===== src/rtl/bffa_pkg.sv =====
// shared types, constants and control bundles for the first-fit bitmap allocator
`timescale 1ns / 1ps
package bffa_pkg;

  localparam int BFFA_BLOCKS = 64;

  localparam int SIZE_W  = 8;
  localparam int START_W = 7;
  localparam int IDX_W   = 6;
  localparam int OCC_W   = 64;
  localparam int UNITS_W = 8;
  localparam int LEN_W   = 7;
  localparam int KSTEPS  = 7;
  localparam int K_W     = 3;

  localparam logic [SIZE_W-1:0] MAX_KB = 8'd128;

  localparam logic OP_ALLOC = 1'b0;
  localparam logic OP_FREE  = 1'b1;

  localparam logic [1:0] ST_OK        = 2'd0;
  localparam logic [1:0] ST_TOO_LARGE = 2'd1;
  localparam logic [1:0] ST_NO_SPACE  = 2'd2;
  localparam logic [1:0] ST_BAD_INDEX = 2'd3;

  typedef struct packed {
    logic               opcode;
    logic [SIZE_W-1:0]  size_kb;
    logic [START_W-1:0] start_block;
  } bffa_req_t;

  typedef struct packed {
    logic [1:0]       status;
    logic [IDX_W-1:0] alloc_index;
    logic [OCC_W-1:0] occupancy;
  } bffa_rsp_t;

  typedef struct packed {
    logic           load;
    logic           step;
    logic [K_W-1:0] k;
    logic           pick;
    logic           alloc_commit;
    logic           free_commit;
    logic           set_status;
    logic [1:0]     status;
  } bffa_cmd_t;

  typedef struct packed {
    logic is_free;
    logic too_large;
    logic bad_index;
    logic found;
  } bffa_sts_t;

endpackage


===== src/rtl/bffa_datapath.sv =====
// occupancy map, run search by length doubling, priority pick and map update
`timescale 1ns / 1ps
module bffa_datapath #(
  parameter int BLOCKS = bffa_pkg::BFFA_BLOCKS
) (
  input  logic                clk,
  input  logic                rst_n,
  input  bffa_pkg::bffa_req_t req,
  input  bffa_pkg::bffa_cmd_t cmd,
  output bffa_pkg::bffa_sts_t sts,
  output bffa_pkg::bffa_rsp_t rsp
);
  import bffa_pkg::*;

  localparam int IW = $clog2(BLOCKS);
  localparam logic [BLOCKS-1:0] ALL_BLOCKS = {BLOCKS{1'b1}};

  logic [BLOCKS-1:0]  map_r, map_nxt;
  logic [BLOCKS-1:0]  acc_r, acc_nxt;
  logic [BLOCKS-1:0]  pow_r, pow_nxt;
  logic [LEN_W-1:0]   len_r, len_nxt;
  logic [UNITS_W-1:0] units_r;
  logic [START_W-1:0] start_r;
  logic               is_free_r, too_large_r, bad_index_r;
  logic               found_r;
  logic [IW-1:0]      pick_idx_r;
  logic [IW-1:0]      index_r;
  logic [1:0]         status_r;

  logic [SIZE_W:0]    size_sum;
  logic [UNITS_W-1:0] units_in;
  logic [BLOCKS-1:0]  therm;
  logic [BLOCKS-1:0]  run_mask;
  logic [IW-1:0]      shift_amt;
  logic [IW-1:0]      enc_idx;
  logic               enc_any;
  logic [LEN_W-1:0]   pow_len;

  // units of 2 KB, rounded up
  always_comb begin
    size_sum = {1'b0, req.size_kb} + (SIZE_W+1)'(1);
    units_in = size_sum[SIZE_W:1];
    if (req.opcode == OP_ALLOC && units_in == '0) begin
      units_in = UNITS_W'(1);
    end
  end

  always_comb begin
    for (int i = 0; i < BLOCKS; i++) begin
      therm[i] = (UNITS_W'(i) < units_r);
    end
  end

  assign shift_amt = cmd.free_commit ? start_r[IW-1:0] : pick_idx_r;
  assign run_mask  = therm << shift_amt;
  assign pow_len   = LEN_W'(1) << cmd.k;

  always_comb begin
    enc_idx = '0;
    enc_any = 1'b0;
    for (int i = BLOCKS - 1; i >= 0; i--) begin
      if (acc_r[i]) begin
        enc_idx = IW'(i);
        enc_any = 1'b1;
      end
    end
  end

  always_comb begin
    map_nxt = map_r;
    acc_nxt = acc_r;
    pow_nxt = pow_r;
    len_nxt = len_r;
    if (cmd.load) begin
      acc_nxt = ALL_BLOCKS;
      pow_nxt = ~map_r;
      len_nxt = '0;
    end
    if (cmd.step) begin
      pow_nxt = pow_r & (pow_r >> pow_len);
      if (units_r[cmd.k]) begin
        acc_nxt = acc_r & (pow_r >> len_r);
        len_nxt = len_r + pow_len;
      end
    end
    if (cmd.free_commit) begin
      map_nxt = map_r & ~run_mask;
    end
    if (cmd.alloc_commit) begin
      map_nxt = map_r | run_mask;
    end
  end

  always_ff @(posedge clk) begin
    if (!rst_n) begin
      map_r <= '0;
    end else begin
      map_r <= map_nxt;
    end
  end

  always_ff @(posedge clk) begin
    acc_r <= acc_nxt;
    pow_r <= pow_nxt;
    len_r <= len_nxt;
    if (cmd.load) begin
      units_r     <= units_in;
      start_r     <= req.start_block;
      is_free_r   <= (req.opcode == OP_FREE);
      too_large_r <= (req.size_kb > MAX_KB);
      bad_index_r <= ({1'b0, req.start_block} >= (START_W+1)'(BLOCKS));
      index_r     <= '0;
    end
    if (cmd.pick) begin
      found_r    <= enc_any;
      pick_idx_r <= enc_idx;
    end
    if (cmd.alloc_commit) begin
      index_r <= pick_idx_r;
    end
    if (cmd.set_status) begin
      status_r <= cmd.status;
    end
  end

  assign sts.is_free   = is_free_r;
  assign sts.too_large = too_large_r;
  assign sts.bad_index = bad_index_r;
  assign sts.found     = found_r;

  assign rsp.status      = status_r;
  assign rsp.alloc_index = IDX_W'(index_r);
  assign rsp.occupancy   = OCC_W'(map_r);

endmodule


===== src/rtl/bffa_ctrl.sv =====
// request sequencer: decode, search steps, pick, commit and result strobe
`timescale 1ns / 1ps
module bffa_ctrl (
  input  logic                clk,
  input  logic                rst_n,
  input  logic                start,
  input  bffa_pkg::bffa_sts_t sts,
  output logic                busy,
  output logic                out_valid,
  output bffa_pkg::bffa_cmd_t cmd
);
  import bffa_pkg::*;

  localparam logic [2:0] S_IDLE   = 3'd0;
  localparam logic [2:0] S_CHECK  = 3'd1;
  localparam logic [2:0] S_SEARCH = 3'd2;
  localparam logic [2:0] S_PICK   = 3'd3;
  localparam logic [2:0] S_COMMIT = 3'd4;
  localparam logic [2:0] S_REPORT = 3'd5;

  logic [2:0]     state_r, state_nxt;
  logic [K_W-1:0] k_r, k_nxt;

  always_comb begin
    state_nxt = state_r;
    k_nxt     = k_r;
    cmd       = '0;
    cmd.k     = k_r;
    case (state_r)
      S_IDLE: begin
        if (start) begin
          cmd.load  = 1'b1;
          state_nxt = S_CHECK;
        end
      end
      S_CHECK: begin
        if (sts.is_free) begin
          cmd.set_status = 1'b1;
          if (sts.bad_index) begin
            cmd.status = ST_BAD_INDEX;
          end else begin
            cmd.free_commit = 1'b1;
            cmd.status      = ST_OK;
          end
          state_nxt = S_REPORT;
        end else if (sts.too_large) begin
          cmd.set_status = 1'b1;
          cmd.status     = ST_TOO_LARGE;
          state_nxt      = S_REPORT;
        end else begin
          k_nxt     = '0;
          state_nxt = S_SEARCH;
        end
      end
      S_SEARCH: begin
        cmd.step = 1'b1;
        if (k_r == K_W'(KSTEPS - 1)) begin
          state_nxt = S_PICK;
        end else begin
          k_nxt = k_r + K_W'(1);
        end
      end
      S_PICK: begin
        cmd.pick  = 1'b1;
        state_nxt = S_COMMIT;
      end
      S_COMMIT: begin
        cmd.set_status = 1'b1;
        if (sts.found) begin
          cmd.alloc_commit = 1'b1;
          cmd.status       = ST_OK;
        end else begin
          cmd.status = ST_NO_SPACE;
        end
        state_nxt = S_REPORT;
      end
      S_REPORT: begin
        state_nxt = S_IDLE;
      end
      default: begin
        state_nxt = S_IDLE;
      end
    endcase
  end

  assign busy      = (state_r != S_IDLE);
  assign out_valid = (state_r == S_REPORT);

  always_ff @(posedge clk) begin
    if (!rst_n) begin
      state_r <= S_IDLE;
      k_r     <= '0;
    end else begin
      state_r <= state_nxt;
      k_r     <= k_nxt;
    end
  end

endmodule


===== src/rtl/bitmap_first_fit_allocator.sv =====
// top level of the first-fit bitmap block allocator
//
//   channel  ports                     handshake
//   request  start, busy, in_req       beat taken when start & !busy
//   result   out_valid, out_rsp        one-cycle strobe, no back-pressure
//
// a free request, or an oversized allocate, goes from the check state straight to the result strobe
// an allocate passes a check, one search step per bit of the unit count (7),
// then a priority pick over the candidate starts, a commit to the map and the strobe
// busy stays high from the accepting edge until the result strobe has gone
// synchronous active-low reset empties the map; the receiver cannot stall
`timescale 1ns / 1ps
module bitmap_first_fit_allocator #(
  parameter int BLOCKS = bffa_pkg::BFFA_BLOCKS
) (
  input  logic                clk,
  input  logic                rst_n,
  input  logic                start,
  output logic                busy,
  input  bffa_pkg::bffa_req_t in_req,
  output logic                out_valid,
  output bffa_pkg::bffa_rsp_t out_rsp
);
  import bffa_pkg::*;

  bffa_cmd_t cmd;
  bffa_sts_t sts;

  bffa_ctrl u_ctrl (
    .clk       (clk),
    .rst_n     (rst_n),
    .start     (start),
    .sts       (sts),
    .busy      (busy),
    .out_valid (out_valid),
    .cmd       (cmd)
  );

  bffa_datapath #(
    .BLOCKS (BLOCKS)
  ) u_datapath (
    .clk   (clk),
    .rst_n (rst_n),
    .req   (in_req),
    .cmd   (cmd),
    .sts   (sts),
    .rsp   (out_rsp)
  );

endmodule


===== config.mk =====
export PLATFORM = sky130hd
export DESIGN_NAME = bitmap_first_fit_allocator
export DESIGN_NICKNAME = d
export VERILOG_FILES = /design/src/rtl/bffa_pkg.sv /design/src/rtl/bffa_datapath.sv /design/src/rtl/bffa_ctrl.sv /design/src/rtl/bitmap_first_fit_allocator.sv
export SDC_FILE = /design/constraint.sdc
export NUM_CORES = 1
export LEC_CHECK = 0
export BUFFER_PORTS_ARGS = -buffer_cell sky130_fd_sc_hd__buf_2
export CORE_MARGIN = 1
export CORE_UTILIZATION = 45
export DETAILED_ROUTE_END_ITERATION = 10
export SLEW_MARGIN = 15
export SYNTH_ARGS = -nofsm -noshare
export SYNTH_HDL_FRONTEND = slang
export SYNTH_SLANG_ARGS = --single-unit

===== constraint.sdc =====
create_clock -name clk -period 2.9 [get_ports clk]
set_input_delay 0.145 -clock clk [delete_from_list [all_inputs] [get_ports clk]]
set_output_delay 0.145 -clock clk [all_outputs]
set_load 0.02 [all_outputs]

==> qor_table.md, run 1 <==
| Parameter | Reported |
|---|---|
| Outcome | finished with violations |
| Violations in the final reports | setup timing |
| Critical path required time | 3.39 ns |
| Final Critical Period | 3.02 ns |
| Combinational fraction of design power | 37.2% |
| FFs w/ async S/R, synth | 0% |
| Series of cell instances along the critical path | buf_4, and3b_2, a21o_4, o22ai_4, nand2_4, buf_6, a211o_4, mux2i_4, buf_6, nor2_4, a311oi_4, mux2i_1 |
| Die Area | 46,400 µm² |
| Most used flip-flop cell after synthesis | sky130_fd_sc_hd__dfxtp_1 |
| Total number of H-tree levels | 1 |
| Power per cell area | 423 nW/µm² |
| Worst slew pin tran | 0.705 ns |
| Drt first-iter violations | 3,046 |
| Gr ovfl total | 0 |
| Area growth, synth to finish | 37.2% |
| Cell at the slowest stage of the critical path | sky130_fd_sc_hd__edfxtp_1 |
| Register area share after synthesis | 27.8% |
| Classification of the worst setup path | flop to flop |
| Maximum resistive drop on vdd | 425 µV |
| Combined global-route utilization of all metal layers | 40.6% |
| Fin worst setup slack | -0.122 ns |
| Register-to-register setup slack | -0.12 ns |
| Final sum of negative setup slack | -1.07 ns |
| Unrepaired setup endpoints after global routing | true |
| Final core area utilization | 63.1% |
| Number of synthesized register bits | 237 |
| Sum of routed wire length over all layers | 99.7 mm |
| Routed wl met2 | 43.9 mm |
| Fmax | 0.331 GHz |
| Most repeated library cell on the critical path | sky130_fd_sc_hd__buf_6 |
| Number of enable-type register cells in the synthesized netlist | 96 |
| End point of the most critical hold path | u_datapath.units_r[6] |
| Starting density of the core | 46.0% |
| Pin count of the biggest net entering global routing | 65 |
| Kind of launch point of the worst setup path | flop |
| Number of standard cells in the layout, taps in and fillers out | 3,624 |
| Worst rel slew slack | 53.0% |
| Antenna violations before repair | 3 |
| Root buffer selected by CTS | sky130_fd_sc_hd__clkbuf_16 |
| Final-layout worst hold slack | 0.0586 ns |
| Cell depth of the worst flop-to-flop path | 12 |
| Max-slew violation count | 0 |
| Internal | 7.60 mW |
| Placed standard-cell area | 24,400 µm² |
| Number of global-route vias before repair | 22,000 |
| Vias/cell | 6.54 |
| Count of nets left with antenna violations after detail routing | 0 |
| Layout cells sized above 1 | 35.0% |
| Worst hold start | in_req[8] |
| Arrival @ worst endpoint | 3.51 ns |
| DRC violations left | 0 |
| Avg Synthesized Cell Area | 7.92 µm² |
| Die boundary height | 215 µm |
| Total net switching power | 4.30 mW |
| Crit-path leading delay family | compound AO/OA/AOI/OAI gates |
| Skew-Pair Late Insertion Delay | 0.57 ns |
| Cell count after placement | 3,493 |
| Ratio of final minimum period to clock period | 104% |
| Buffer levels on the longest clock path | 3 |
| Critical Path Max Stage Delay | 0.48 ns |
| Number of clock sinks | 237 |
| Crit path max fanout | 7 |
| Input/output buffers | 92 |
| Met1 Routed Length | 39.6 mm |
| Stages on worst setup path | 12 |
| Final hold vios | 0 |
| Number of clock buffers inserted by TritonCTS | 27 |
| Total number of yosys warnings | 0 |
| Clk pin slew, worst setup/hold paths | 0.09 ns |
| Drt wl/cell | 27.5 µm |
| Switching share of power | 36.1% |
| Start of the worst register-to-register path | u_datapath.bad_index_r |
| Routed length on met3 | 11.5 mm |
| Final std cell area, no fill | 28,100 µm² |
| Std-Cell Core Area | 44,600 µm² |
| Number of violations of the max-capacitance limit | 0 |
| Width of the die | 215 µm |
| Leakage | 11.5 nW |
| Type of element capturing the critical path | flop |
| Total Nets Final | 3,043 |
| Standard-cell row count | 77 |
| Vias after detailed routing | 23,700 |
| Post-synthesis instance area | 20,500 µm² |
| Unique masters post-synth | 94 |
| Count of endpoints failing setup in the final report | 21 |
| Count of mapped cells out of synthesis | 2,589 |
| Cells on Worst Hold Path | 3 |
| IO Pins | 93 |
| First-pass GRT wire length | 142 mm |
| Count of buffering cells on the critical path with inverters included | 3 |
| Pre-antenna DRT Iters | 6 |
| Post-synth net total | 2,622 |
| Hpwl dp | 75.7 mm |
| Final weighted congestion in routability-driven placement | 1.03 |
| TritonCTS clock tree | yes |
| Final worst clock skew | 0.0467 ns |
| Fraction of power consumed by sequential logic | 33.9% |
| Topmost layer with routed signal wires | met4 |
| Share of total power in the clock network | 28.9% |
| Path type of the worst min-delay path | input port to flop |
-- routing by layer --
metal / global-route usage (%) / up-vias
met3: 8.27 / 276
met4: 16.3 / 0
met2: 63.3 / 1510
met5: 0 / -
met1: 54.8 / 11400
li1: - / 10500
-- worst reg2reg max path, stage by stage (launching register included) --
cell	delay [ns]
sky130_fd_sc_hd__edfxtp_1	0.48
sky130_fd_sc_hd__buf_4	0.16
sky130_fd_sc_hd__and3b_2	0.23
sky130_fd_sc_hd__a21o_4	0.25
sky130_fd_sc_hd__o22ai_4	0.26
sky130_fd_sc_hd__nand2_4	0.15
sky130_fd_sc_hd__buf_6	0.17
sky130_fd_sc_hd__a211o_4	0.35
sky130_fd_sc_hd__mux2i_4	0.22
sky130_fd_sc_hd__buf_6	0.15
sky130_fd_sc_hd__nor2_4	0.03
sky130_fd_sc_hd__a311oi_4	0.30
sky130_fd_sc_hd__mux2i_1	0.22
-- synth_stat cells, drive strengths merged, types with 7 or more instances --
| library cell | number | area [µm²] |
|---|---|---|
| mux4 | 52 | 1170 |
| a21oi | 163 | 820 |
| xnor2 | 8 | 70.1 |
| o311ai | 7 | 61.3 |
| and2 | 19 | 119 |
| a31oi | 22 | 138 |
| nand2 | 429 | 1610 |
| a311oi | 8 | 82.6 |
| o221ai | 16 | 140 |
| ha | 13 | 163 |
| nand2b | 11 | 68.8 |
| a21o | 11 | 82.6 |
| buf | 61 | 270 |
| nand3 | 74 | 370 |
| nand4 | 9 | 56.3 |
| dfxtp | 141 | 2820 |
| o211ai | 38 | 285 |
| nor2 | 229 | 862 |
| mux2i | 314 | 3140 |
| o22ai | 70 | 444 |
| o22a | 9 | 78.8 |
| nor2b | 25 | 156 |
| a21boi | 14 | 116 |
| o21ai | 201 | 1020 |
| inv | 54 | 203 |
| nor3 | 58 | 295 |
| a221oi | 8 | 82.6 |
| o31ai | 17 | 146 |
| o2111ai | 18 | 158 |
| a32oi | 7 | 61.3 |
| clkbuf | 150 | 563 |
| a22oi | 15 | 113 |
| a211oi | 40 | 300 |
| edfxtp | 96 | 2880 |
| and3 | 17 | 106 |
| or3 | 15 | 93.8 |
| nor4 | 21 | 144 |
| mux2 | 30 | 338 |
| o21a | 18 | 135 |
-- layout by cell type, fill, tap and decap left out, types with 13 or more instances in the layout --
master and n:
sky130_fd_sc_hd__buf_4 432, sky130_fd_sc_hd__nand2_1 408, sky130_fd_sc_hd__mux2i_1 233, sky130_fd_sc_hd__nor2_1 205
sky130_fd_sc_hd__o21ai_0 143, sky130_fd_sc_hd__dfxtp_1 134, sky130_fd_sc_hd__a21oi_1 122, sky130_fd_sc_hd__edfxtp_1 96
sky130_fd_sc_hd__buf_2 94, sky130_fd_sc_hd__nand3_1 69, sky130_fd_sc_hd__o22ai_1 57, sky130_fd_sc_hd__mux4_2 52
sky130_fd_sc_hd__mux2i_2 51, sky130_fd_sc_hd__nor3_1 50, sky130_fd_sc_hd__inv_1 46, sky130_fd_sc_hd__o21ai_1 43
sky130_fd_sc_hd__o211ai_1 38, sky130_fd_sc_hd__a21oi_2 35, sky130_fd_sc_hd__clkbuf_16 33, sky130_fd_sc_hd__mux2i_4 30
sky130_fd_sc_hd__buf_6 28, sky130_fd_sc_hd__buf_12 25, sky130_fd_sc_hd__mux2_2 24, sky130_fd_sc_hd__a211oi_1 23
sky130_fd_sc_hd__nor2b_1 22, sky130_fd_sc_hd__o21a_1 18, sky130_fd_sc_hd__nor4_1 16, sky130_fd_sc_hd__a31oi_1 16
sky130_fd_sc_hd__nand2_2 16, sky130_fd_sc_hd__and2_1 15, sky130_fd_sc_hd__nor2_2 15, sky130_fd_sc_hd__dlygate4sd3_1 15
sky130_fd_sc_hd__and3_1 14, sky130_fd_sc_hd__o2111ai_1 14, sky130_fd_sc_hd__a211oi_2 13
-- power groups by stage --
stage / logic (mW) / clock network, mW / registers (mW)
finish: 4.43 / 3.43 / 4.03
global route: 4.62 / 3.59 / 4.04
CTS: 3.76 / 3.45 / 4.00
detailed placement: 3.54 / 0 / 4.06
global placement: 3.53 / 0 / 4.05
floorplan: 1.95 / 0 / 3.96
-- cell type report --
cell class	count	area, µm²
tap	592	741
clock inverter	8	68.8
clock buffer	41	795
antenna	2	5.00
multi-input combinational	2084	15700
fill	3854	16500
sequential	237	5720
inverter	57	225
timing repair buffer	603	4880
-- stage by stage --
| stage | setup WS (ns) | power, mW |
|---|---|---|
| 6_report | -0.122 | 11.9 |
| 3_3_place_gp | -0.635 | 7.58 |
| 2_1_floorplan | 0.0553 | 5.91 |
| 3_5_place_dp | -0.626 | 7.60 |
| 4_1_cts | -0.0790 | 11.2 |
| 5_1_grt | -0.198 | 12.2 |
-- cell families (layout without fill, tap and decap cells) --
kind of cell | Yosys count | in the layout | synth area share (%)
other | 0 | 2 | 0
buffers and inverters | 268 | 709 | 5.11
multiplexers | 396 | 396 | 22.7
AO/OA/AOI/OAI | 737 | 737 | 23.3
AND/OR/NAND/NOR | 923 | 923 | 19.6
flip-flops | 237 | 237 | 27.8
XOR/XNOR | 12 | 12 | 0.513
adder cells (fa/ha/maj) | 16 | 16 | 0.988
-- worst max-delay path by stage --
stage | start | end
4_1_cts | u_ctrl.state_r[1] | flop
6_report | u_datapath.bad_index_r | flop
3_3_place_gp | u_ctrl.state_r[2] | flop
2_1_floorplan | u_ctrl.k_r[0] | u_datapath.pow_r[1]
5_1_grt | u_datapath.bad_index_r | flop
3_5_place_dp | u_ctrl.state_r[2] | flop
-- what timing repair did --
action,CTS,global route
hold endpoints to repair,15,0
gates cloned,2,6
buffers inserted,9,54
endpoints found under the setup margin,63,94
pin swaps,16,74
hold buffers,15,0
resized for setup,118,361
Power figures use the tool's default switching activity.
==> run 2: changes to the inputs <==
--- a/config.mk
+++ b/config.mk
@@ -6,9 +6,10 @@
 export NUM_CORES = 1
 export LEC_CHECK = 0
 export BUFFER_PORTS_ARGS = -buffer_cell sky130_fd_sc_hd__buf_2
-export CORE_MARGIN = 1
+export CORE_MARGIN = 8
 export CORE_UTILIZATION = 45
 export DETAILED_ROUTE_END_ITERATION = 10
+export REMOVE_ABC_BUFFERS = 1
 export SLEW_MARGIN = 15
 export SYNTH_ARGS = -nofsm -noshare
 export SYNTH_HDL_FRONTEND = slang
==> qor_table.md, run 2 (synthesis gave the netlist of run 1 again) <==
| Parameter | Reported | vs previous |
|---|---|---|
| Worst hold start | rst_n | was in_req[8] |
| Number of clock buffers inserted by TritonCTS | 29 | was 27 |
| Cell depth of the worst flop-to-flop path | 14 | was 12 |
| Violations in the final reports | setup timing | unchanged |
| Std-Cell Core Area | 45,200 µm² | was 44,600 µm² |
| Number of global-route vias before repair | 22,600 | was 22,000 |
| IO Pins | 93 | unchanged |
| Clk pin slew, worst setup/hold paths | 0.06 ns | was 0.09 ns |
| Die boundary height | 229 µm | was 215 µm |
| Type of element capturing the critical path | flop | unchanged |
| Critical path required time | 3.42 ns | was 3.39 ns |
| Drt first-iter violations | 2,792 | was 3,046 |
| Unrepaired setup endpoints after global routing | true | unchanged |
| Total Nets Final | 3,009 | was 3,043 |
| Multi-input combinational cell area | 15,200 µm² | was 15,700 µm² |
| Fin worst setup slack | -0.125 ns | was -0.122 ns |
| TritonCTS clock tree | yes | unchanged |
| Sum of routed wire length over all layers | 99.7 mm | about the same |
| Kind of launch point of the worst setup path | flop | unchanged |
| Area growth, synth to finish | 33.7% | was 37.2% |
| Final Critical Period | 3.02 ns | about the same |
| Worst slew pin tran | 0.673 ns | was 0.705 ns |
| Die Area | 52,700 µm² | was 46,400 µm² |
| Count of fill cells added during filler insertion | 4,002 | was 3,854 |
| Count of nets left with antenna violations after detail routing | 0 | unchanged |
| Drt wl/cell | 27.7 µm | was 27.5 µm |
| Final worst clock skew | 0.0477 ns | was 0.0467 ns |
| Standard-cell row count | 78 | was 77 |
| Max-slew violation count | 0 | unchanged |
| Layout cells sized above 1 | 31.6% | was 35.0% |
| First-pass GRT wire length | 144 mm | was 142 mm |
| Arrival @ worst endpoint | 3.54 ns | was 3.51 ns |
| Antenna violations before repair | 4 | was 3 |
| Starting density of the core | 45.4% | was 46.0% |
| Fraction of power consumed by sequential logic | 33.3% | was 33.9% |
| Pin count of the biggest net entering global routing | 65 | unchanged |
| Root buffer selected by CTS | sky130_fd_sc_hd__clkbuf_16 | unchanged |
| Combined global-route utilization of all metal layers | 35.5% | was 40.6% |
| Ratio of final minimum period to clock period | 104% | about the same |
| Cells on Worst Hold Path | 3 | unchanged |
| Number of violations of the max-capacitance limit | 0 | unchanged |
| Final core area utilization | 60.7% | was 63.1% |
| Width of the die | 229 µm | was 215 µm |
| Count of endpoints failing setup in the final report | 23 | was 21 |
| Internal | 7.67 mW | was 7.60 mW |
| Final hold vios | 0 | unchanged |
| Register-to-register setup slack | -0.12 ns | about the same |
| Gr ovfl total | 0 | unchanged |
| Hpwl dp | 76.0 mm | was 75.7 mm |
| Combinational fraction of design power | 36.0% | was 37.2% |
| Crit path max fanout | 8 | was 7 |
| Buffer levels on the longest clock path | 3 | unchanged |
| Number of clock sinks | 237 | unchanged |
| Total design power | 12.0 mW | was 11.9 mW |
| Power per cell area | 437 nW/µm² | was 423 nW/µm² |
| Commonest non-fill, non-tap cells in the layout | sky130_fd_sc_hd__nand2_1, sky130_fd_sc_hd__buf_4, sky130_fd_sc_hd__mux2i_1, sky130_fd_sc_hd__nor2_1, sky130_fd_sc_hd__o21ai_0 | was sky130_fd_sc_hd__buf_4, sky130_fd_sc_hd__nand2_1, sky130_fd_sc_hd__mux2i_1, sky130_fd_sc_hd__nor2_1, sky130_fd_sc_hd__o21ai_0 |
| Path type of the worst min-delay path | input port to flop | unchanged |
| Final weighted congestion in routability-driven placement | 1.03 | about the same |
| Post-placement setup slack | -0.462 ns | was -0.626 ns |
| Total number of H-tree levels | 1 | unchanged |
| Commonest non-fill, non-tap cell in the layout | sky130_fd_sc_hd__nand2_1 | was sky130_fd_sc_hd__buf_4 |
| Total net switching power | 4.29 mW | was 4.30 mW |
| Start of the worst register-to-register path | u_ctrl.state_r[2] | was u_datapath.bad_index_r |
| Skew-Pair Late Insertion Delay | 0.59 ns | was 0.57 ns |
| Pre-antenna DRT Iters | 8 | was 6 |
| Switching share of power | 35.9% | was 36.1% |
| Vias/cell | 6.56 | was 6.54 |
| Area taken by flip-flops and latches | 5710 µm² | was 5720 µm² |
| DRC violations left | 0 | unchanged |
| Leakage | 11.5 nW | about the same |
| Classification of the worst setup path | flop to flop | unchanged |
| Input/output buffers | 92 | unchanged |
| Outcome | finished with violations | unchanged |
| Fmax | 0.331 GHz | about the same |
| Maximum resistive drop on vdd | 432 µV | was 425 µV |
| Vias after detailed routing | 23,600 | was 23,700 |
| Worst rel slew slack | 55.1% | was 53.0% |
| Share of total power in the clock network | 30.7% | was 28.9% |
run 2: changes by cell type in the layout (fill, tap and decap cells not counted), moves of 9 or more:
cell                      previous run  this run
sky130_fd_sc_hd__mux2i_1           233       295
sky130_fd_sc_hd__o21ai_0           143       152
sky130_fd_sc_hd__o21ai_1            43        31
sky130_fd_sc_hd__mux2i_2            51        14
sky130_fd_sc_hd__buf_6              28        51
sky130_fd_sc_hd__mux2i_4            30         5
sky130_fd_sc_hd__buf_4             432       384
run 2: critical path, stage by stage, from the launching register on:
cell and delay (ns):
sky130_fd_sc_hd__dfxtp_2 0.33, sky130_fd_sc_hd__buf_6 0.13, sky130_fd_sc_hd__nor3b_4 0.28, sky130_fd_sc_hd__buf_6 0.19
sky130_fd_sc_hd__nand3b_1 0.14, sky130_fd_sc_hd__buf_6 0.16, sky130_fd_sc_hd__a31oi_4 0.18, sky130_fd_sc_hd__buf_6 0.16
sky130_fd_sc_hd__nand2_8 0.07, sky130_fd_sc_hd__a21oi_2 0.11, sky130_fd_sc_hd__nor4_1 0.05, sky130_fd_sc_hd__or3_4 0.37
sky130_fd_sc_hd__a21o_1 0.22, sky130_fd_sc_hd__a221oi_2 0.33, sky130_fd_sc_hd__mux2i_1 0.24
run 2: layout make-up:
class / count / area share (%)
Antenna cell: 2 / 0.0183
Clock buffer: 44 / 3.15
Clock inverter: 8 / 0.283
Inverter: 57 / 0.808
Multi-Input combinational cell: 2084 / 55.4
Sequential cell: 237 / 20.8
Tap cell: 600 / 2.74
Timing Repair Buffer: 567 / 16.8
run 2: worst max-delay path by stage:
stage	cells past startpoint	start	slack (ns)	end
after floorplan	10	u_ctrl.state_r[0]	-2.33	flop
after global placement	12	u_ctrl.state_r[2]	-0.38	flop
after detailed placement	12	u_ctrl.state_r[2]	-0.46	flop
after CTS	11	u_ctrl.state_r[0]	-0.08	flop
after global routing	13	u_datapath.bad_index_r	-0.24	flop
final	14	u_ctrl.state_r[2]	-0.12	flop
run 2: repair_timing:
item                                   CTS  global route
setup endpoints to repair               55            84
setup buffers                           15            53
endpoints found under the hold margin   15             0
cloned                                   1             3
pin swaps                               46            97
resized for setup                      141           229
hold buffers                            14             0
run 2: stage by stage:
step                setup TNS, ns  area, µm²  hold slack [ns]  cells
floorplan                 -361.02      19700            0.244   2378
global placement            -8.00      24200            0.321   3464
detailed placement         -10.69      24200            0.323   3464
CTS                        -0.180      25900           0.0303   3544
global route                -4.46      27400           0.0621   3597
finish                      -1.27      27400           0.0376   3599
run 2: per-layer routing:
| layer | global-route usage [%] | up-vias | routed length (µm) |
|---|---|---|---|
| li1 | - | 10400 | - |
| met1 | 43.5 | 11400 | 37700 |
| met2 | 58.1 | 1402 | 45900 |
| met3 | 7.43 | 366 | 9300 |
| met4 | 18.5 | 0 | 6780 |
| met5 | 0 | - | 0 |
run 2: power groups by stage:
stage,Clock [mW],Combinational [mW],Sequential (mW)
finish,3.68,4.31,3.98
global route,3.83,4.52,3.99
CTS,3.68,3.76,3.96
detailed placement,0,3.51,4.03
global placement,0,3.50,4.02
floorplan,0,1.80,4.06
